<file path="config.mk">
export PLATFORM = sky130hd
export DESIGN_NAME = kts_front
export DESIGN_NICKNAME = d
export VERILOG_FILES = /design/src/rtl/kts_pkg.sv /design/src/rtl/kts_front.sv
export SDC_FILE = /design/constraint.sdc
export NUM_CORES = 1
export LEC_CHECK = 0
export BUFFER_PORTS_ARGS = -buffer_cell sky130_fd_sc_hd__buf_4
export CORE_ASPECT_RATIO = 1.75
export CORE_UTILIZATION = 52
export DETAILED_ROUTE_END_ITERATION = 8
export PLACE_DENSITY = 0.79
export SKIP_CTS_REPAIR_TIMING = 1
export SLEW_MARGIN = 5
export SYNTH_ARGS = -nofsm -noshare
export SYNTH_HDL_FRONTEND = slang
export SYNTH_SLANG_ARGS = --single-unit
</file>
<file path="constraint.sdc">
create_clock -name i_clk -period 5.91 [get_ports i_clk]
set_input_delay 0.591 -clock i_clk [delete_from_list [all_inputs] [get_ports i_clk]]
set_output_delay 0.591 -clock i_clk [all_outputs]
set_load 0.01 [all_outputs]
</file>
<file path="src/rtl/kts_pkg.sv">
`timescale 1ns / 1ps
package kts_pkg;

    localparam int MAX_KEYS_DEF = 64;

    // input item modes
    localparam logic [1:0] MODE_CLEAR  = 2'd0;
    localparam logic [1:0] MODE_APPEND = 2'd1;
    localparam logic [1:0] MODE_QUERY  = 2'd2;
    localparam logic [1:0] MODE_NONE   = 2'd3;

    // classified operations handed from front to back
    localparam logic [1:0] OP_CLEAR  = 2'd0;
    localparam logic [1:0] OP_APPEND = 2'd1;
    localparam logic [1:0] OP_QUERY  = 2'd2;
    localparam logic [1:0] OP_NOP    = 2'd3;

    localparam logic [1:0] STATUS_OK    = 2'd0;
    localparam logic [1:0] STATUS_FULL  = 2'd1;
    localparam logic [1:0] STATUS_ORDER = 2'd2;

    localparam int CFG_IDX_W = 8;
    localparam logic [CFG_IDX_W-1:0] CFG_TRACK_KIND = 8'd0;
    localparam logic [CFG_IDX_W-1:0] CFG_INCLUSIVE  = 8'd1;

    typedef struct packed {
        logic [1:0]         op;
        logic [31:0]        item_time;
        logic signed [31:0] key_value_x;
        logic signed [31:0] key_value_y;
    } t_cmd;

endpackage

</file>
<file path="src/rtl/kts_front.sv">
`timescale 1ns / 1ps
module kts_front (
    input  logic              i_clk,
    input  logic              i_rst_n,
    input  logic              i_push,
    output logic              o_full,
    input  logic [1:0]        i_mode,
    input  logic [31:0]       i_item_time,
    input  logic signed [31:0] i_key_value_x,
    input  logic signed [31:0] i_key_value_y,
    output logic              o_cmd_valid,
    input  logic              i_cmd_ready,
    output kts_pkg::t_cmd     o_cmd
);

    kts_pkg::t_cmd r_q [2];
    logic          r_wp;
    logic          r_rp;
    logic [1:0]    r_cnt;
    kts_pkg::t_cmd w_cmd;
    logic          w_in;
    logic          w_out;

    always_comb begin
        w_cmd.item_time   = i_item_time;
        w_cmd.key_value_x = i_key_value_x;
        w_cmd.key_value_y = i_key_value_y;
        case (i_mode)
            kts_pkg::MODE_CLEAR:  w_cmd.op = kts_pkg::OP_CLEAR;
            kts_pkg::MODE_APPEND: w_cmd.op = kts_pkg::OP_APPEND;
            kts_pkg::MODE_QUERY:  w_cmd.op = kts_pkg::OP_QUERY;
            default:              w_cmd.op = kts_pkg::OP_NOP;
        endcase
    end

    assign o_full      = (r_cnt == 2'd2);
    assign o_cmd_valid = (r_cnt != 2'd0);
    assign o_cmd       = r_q[r_rp];
    assign w_in        = i_push && !o_full;
    assign w_out       = o_cmd_valid && i_cmd_ready;

    always_ff @(posedge i_clk) begin
        if (w_in) begin
            r_q[r_wp] <= w_cmd;
        end
    end

    always_ff @(posedge i_clk) begin
        if (!i_rst_n) begin
            r_wp  <= 1'b0;
            r_rp  <= 1'b0;
            r_cnt <= 2'd0;
        end else begin
            if (w_in) begin
                r_wp <= !r_wp;
            end
            if (w_out) begin
                r_rp <= !r_rp;
            end
            r_cnt <= r_cnt + {1'b0, w_in} - {1'b0, w_out};
        end
    end

endmodule

</file>
==> results.yml <==
grt:
  overflow: 0
  grt_antenna_before_repair: 0
  track_usage_pct: 18.3
  grt_pass1_vias: 4043
  grt_max_degree: 64
  grt_first_pass_wirelength_microns: 20400
timing:
  holdWs_ns: 0.304
  rsz0062_at_grt: "false"
  hold_viol_final: 0
  finalSetupTns_ns: 0
  period_needed_ns: 3.17
  worst_pin_slew_ns: 1.05
  fmax_ghz: 0.315
  fin_skew_ns: 0.00816
  setup_viol: 0
  finalCritPeriodShare_pct: 53.7
  maxSlewViolCount: 0
  relSlewSlack_pct: 29.7
yosys:
  synth-edff-count: 196
  synthTopCellsByCount: "edfxtp_1, mux2_2, mux2_4, buf_2, dfxtp_1"
  synth.largest_area_cell: "edfxtp_1"
  synth_nets: 438
  ys_warn_count: 0
  seq_area_frac_synth_pct: 81.0
  ys_async_sr_fraction_pct: 0
  syn_area_sq_um: 7390
  ys.flop_type: "edfxtp_1"
  synth_cells: 334
  synth_seq_cells: 201
  synth_top_area_share_pct: 79.7
  yosysMostFrequentCell: "edfxtp_1"
  synth_area_leaders: "edfxtp_1, mux2_2, mux2_4"
  ys_types: 20
  synth.avg_cell_area_sq_um: 22.1
floorplan:
  ios: 202
  die_h_microns: 160
  dieArea_sq_um: 14700
  initial_core_util_pct: 53.1
  die_w_microns: 92.1
  coreArea_sq_um: 13900
  rows: 57
power_and_ir_drop:
  power.share.clock_pct: 25.7
  pwr-share-comb_pct: 27.8
  p_seq_share_pct: 46.4
  total_leakage_power_nw: 3.64
  internal_power_mw: 3.10
  power.net_switching_mw: 1.10
  powerDensity_nw_per_um2: 436
  sw_frac_of_total_pct: 26.3
  finalPower_mw: 4.20
  peakVddDrop_mv: 0.360
setup_path:
  cp.arrival_ns: 2.58
  worstSetupStartpointType: "flip-flop"
  cp_slowest_stage_delay_ns: 0.83
  endpoint_kind: "primary output"
  slowest_stage: "dfxtp_4"
  critPathMostFrequentCell: "buf_4"
  path_cells: "buf_4 -> mux2_2 -> buf_4"
  r2r_setup_slack_ns: 3.14
  critical_path_required_ns: 5.32
  crit_fanout: 52
  path_class: "reg -> out"
run_status:
  status: "finished clean"
detailed_routing:
  wl_met2_microns: 7610
  viasPerCell: 5.09
  drt_iter0_drc: 133
  drc: 0
  wl_per_cell_microns: 18.5
  dr_total_vias: 3739
  ant_nets: 0
  met1_length_microns: 4470
  wl_met3_microns: 891
  detail_route.first_pass.iterations: 4
  top_layer_used: "met4"
  drt-total-wl_microns: 13600
cells_and_area:
  num-fill-cells: 911
  layout-drive-gt1-share_pct: 59.1
  nets: 649
  multi_input_area_sq_um: 1320
  ff_latch_area_sq_um: 5990
  final_cells: 734
  area_growth_pct: 30.3
  diodes: 0
placement:
  port_buffers: 201
  gp_congestion: 0.741
  dp_cells: 702
  dp_hpwl_microns: 9210
cts:
  cts.reportedPaths.clkPinSlew_ns: 0.07
  cts-buffers-inserted: 18
  clkLatencyLatePin_ns: 0.47
  cts_tree: "yes"
  clk_path_buf_depth: 3
  clock_sinks: 201
  htreeDepth: 1
  root_buffer: "clkbuf_16"
job:
  maxCapViolCount: 0
worst_hold_path:
  min_path_type: "in -> reg"
[critical path, delay by kind of cell, from the launching register on]
family | cells | cell delay, ns
buf+inv | 2 | 0.84
flops | 1 | 0.83
mux | 1 | 0.42
[routing by layer]
metal / GRT usage (%) / up-vias
met3: 4.95 / 38
met2: 34.1 / 142
met4: 9.38 / 0
met5: 0 / -
li1: - / 1727
met1: 18.1 / 1832
[flip-flops by register name, summed over array words and instances, names as in the netlist, named ones only]
name   flops
r_q      196
r_cnt      2
r_rp       1
r_wp       1
[placed cells by master, fill, tap and decap left out, types with 2 or more instances in the layout]
| master | instances |
|---|---|
| buf_4 | 204 |
| edfxtp_1 | 196 |
| mux2_2 | 78 |
| mux2_4 | 20 |
| clkbuf_16 | 19 |
| clkbuf_1 | 5 |
| clkinv_1 | 4 |
| dfxtp_1 | 4 |
| inv_1 | 3 |
| nor2_1 | 3 |
| nand2b_1 | 2 |
| nand2_1 | 2 |
| and2_1 | 2 |
| ha_1 | 2 |
| clkbuf_8 | 2 |
[cell families after synthesis]
group | after synthesis | share of synthesized area (%)
AO/OA/AOI/OAI | 1 | 0.102
XOR/XNOR | 2 | 0.237
adder cells (fa/ha/maj) | 2 | 0.339
buffers and inverters | 16 | 1.34
flip-flops | 201 | 81.0
multiplexers | 99 | 16.1
AND/OR/NAND/NOR | 13 | 0.881
[per-stage QoR]
stage	setup slack (ns)	util (%)	area, sq um
6_report	2.74	69.2	9630
3_5_place_dp	2.95	65.2	9070
2_1_floorplan	0.590	-	7390
4_1_cts	2.67	69.2	9630
5_1_grt	2.60	69.2	9630
3_3_place_gp	3.05	65.2	9070
[area by class of cell]
class	instances	share of cell area, %
tap	177	2.30
clock buffer	26	5.42
sequential	201	62.2
multi-input combinational	117	13.7
clock inverter	6	0.377
timing repair buffer	204	15.9
inverter	3	0.117
[power by group through the flow]
stage               sequential [mW]  combinational (mW)  clock, mW
floorplan                      1.93               0.708          0
global placement               1.97                1.16          0
detailed placement             1.99                1.18          0
CTS                            1.96                1.19       1.11
global route                   1.97                1.24       1.17
finish                         1.95                1.17       1.08
[worst paths after layout]
kind,start,endpoint,depth (start not counted)
setup reg to reg,r_cnt[0],r_q[0][92],4
setup / recovery,flip-flop,o_cmd[33],3
hold / removal,i_item_time[15],r_q[1][79],1
hold reg to reg,r_rp,flip-flop,2
(Power assumes the default switching activity.)
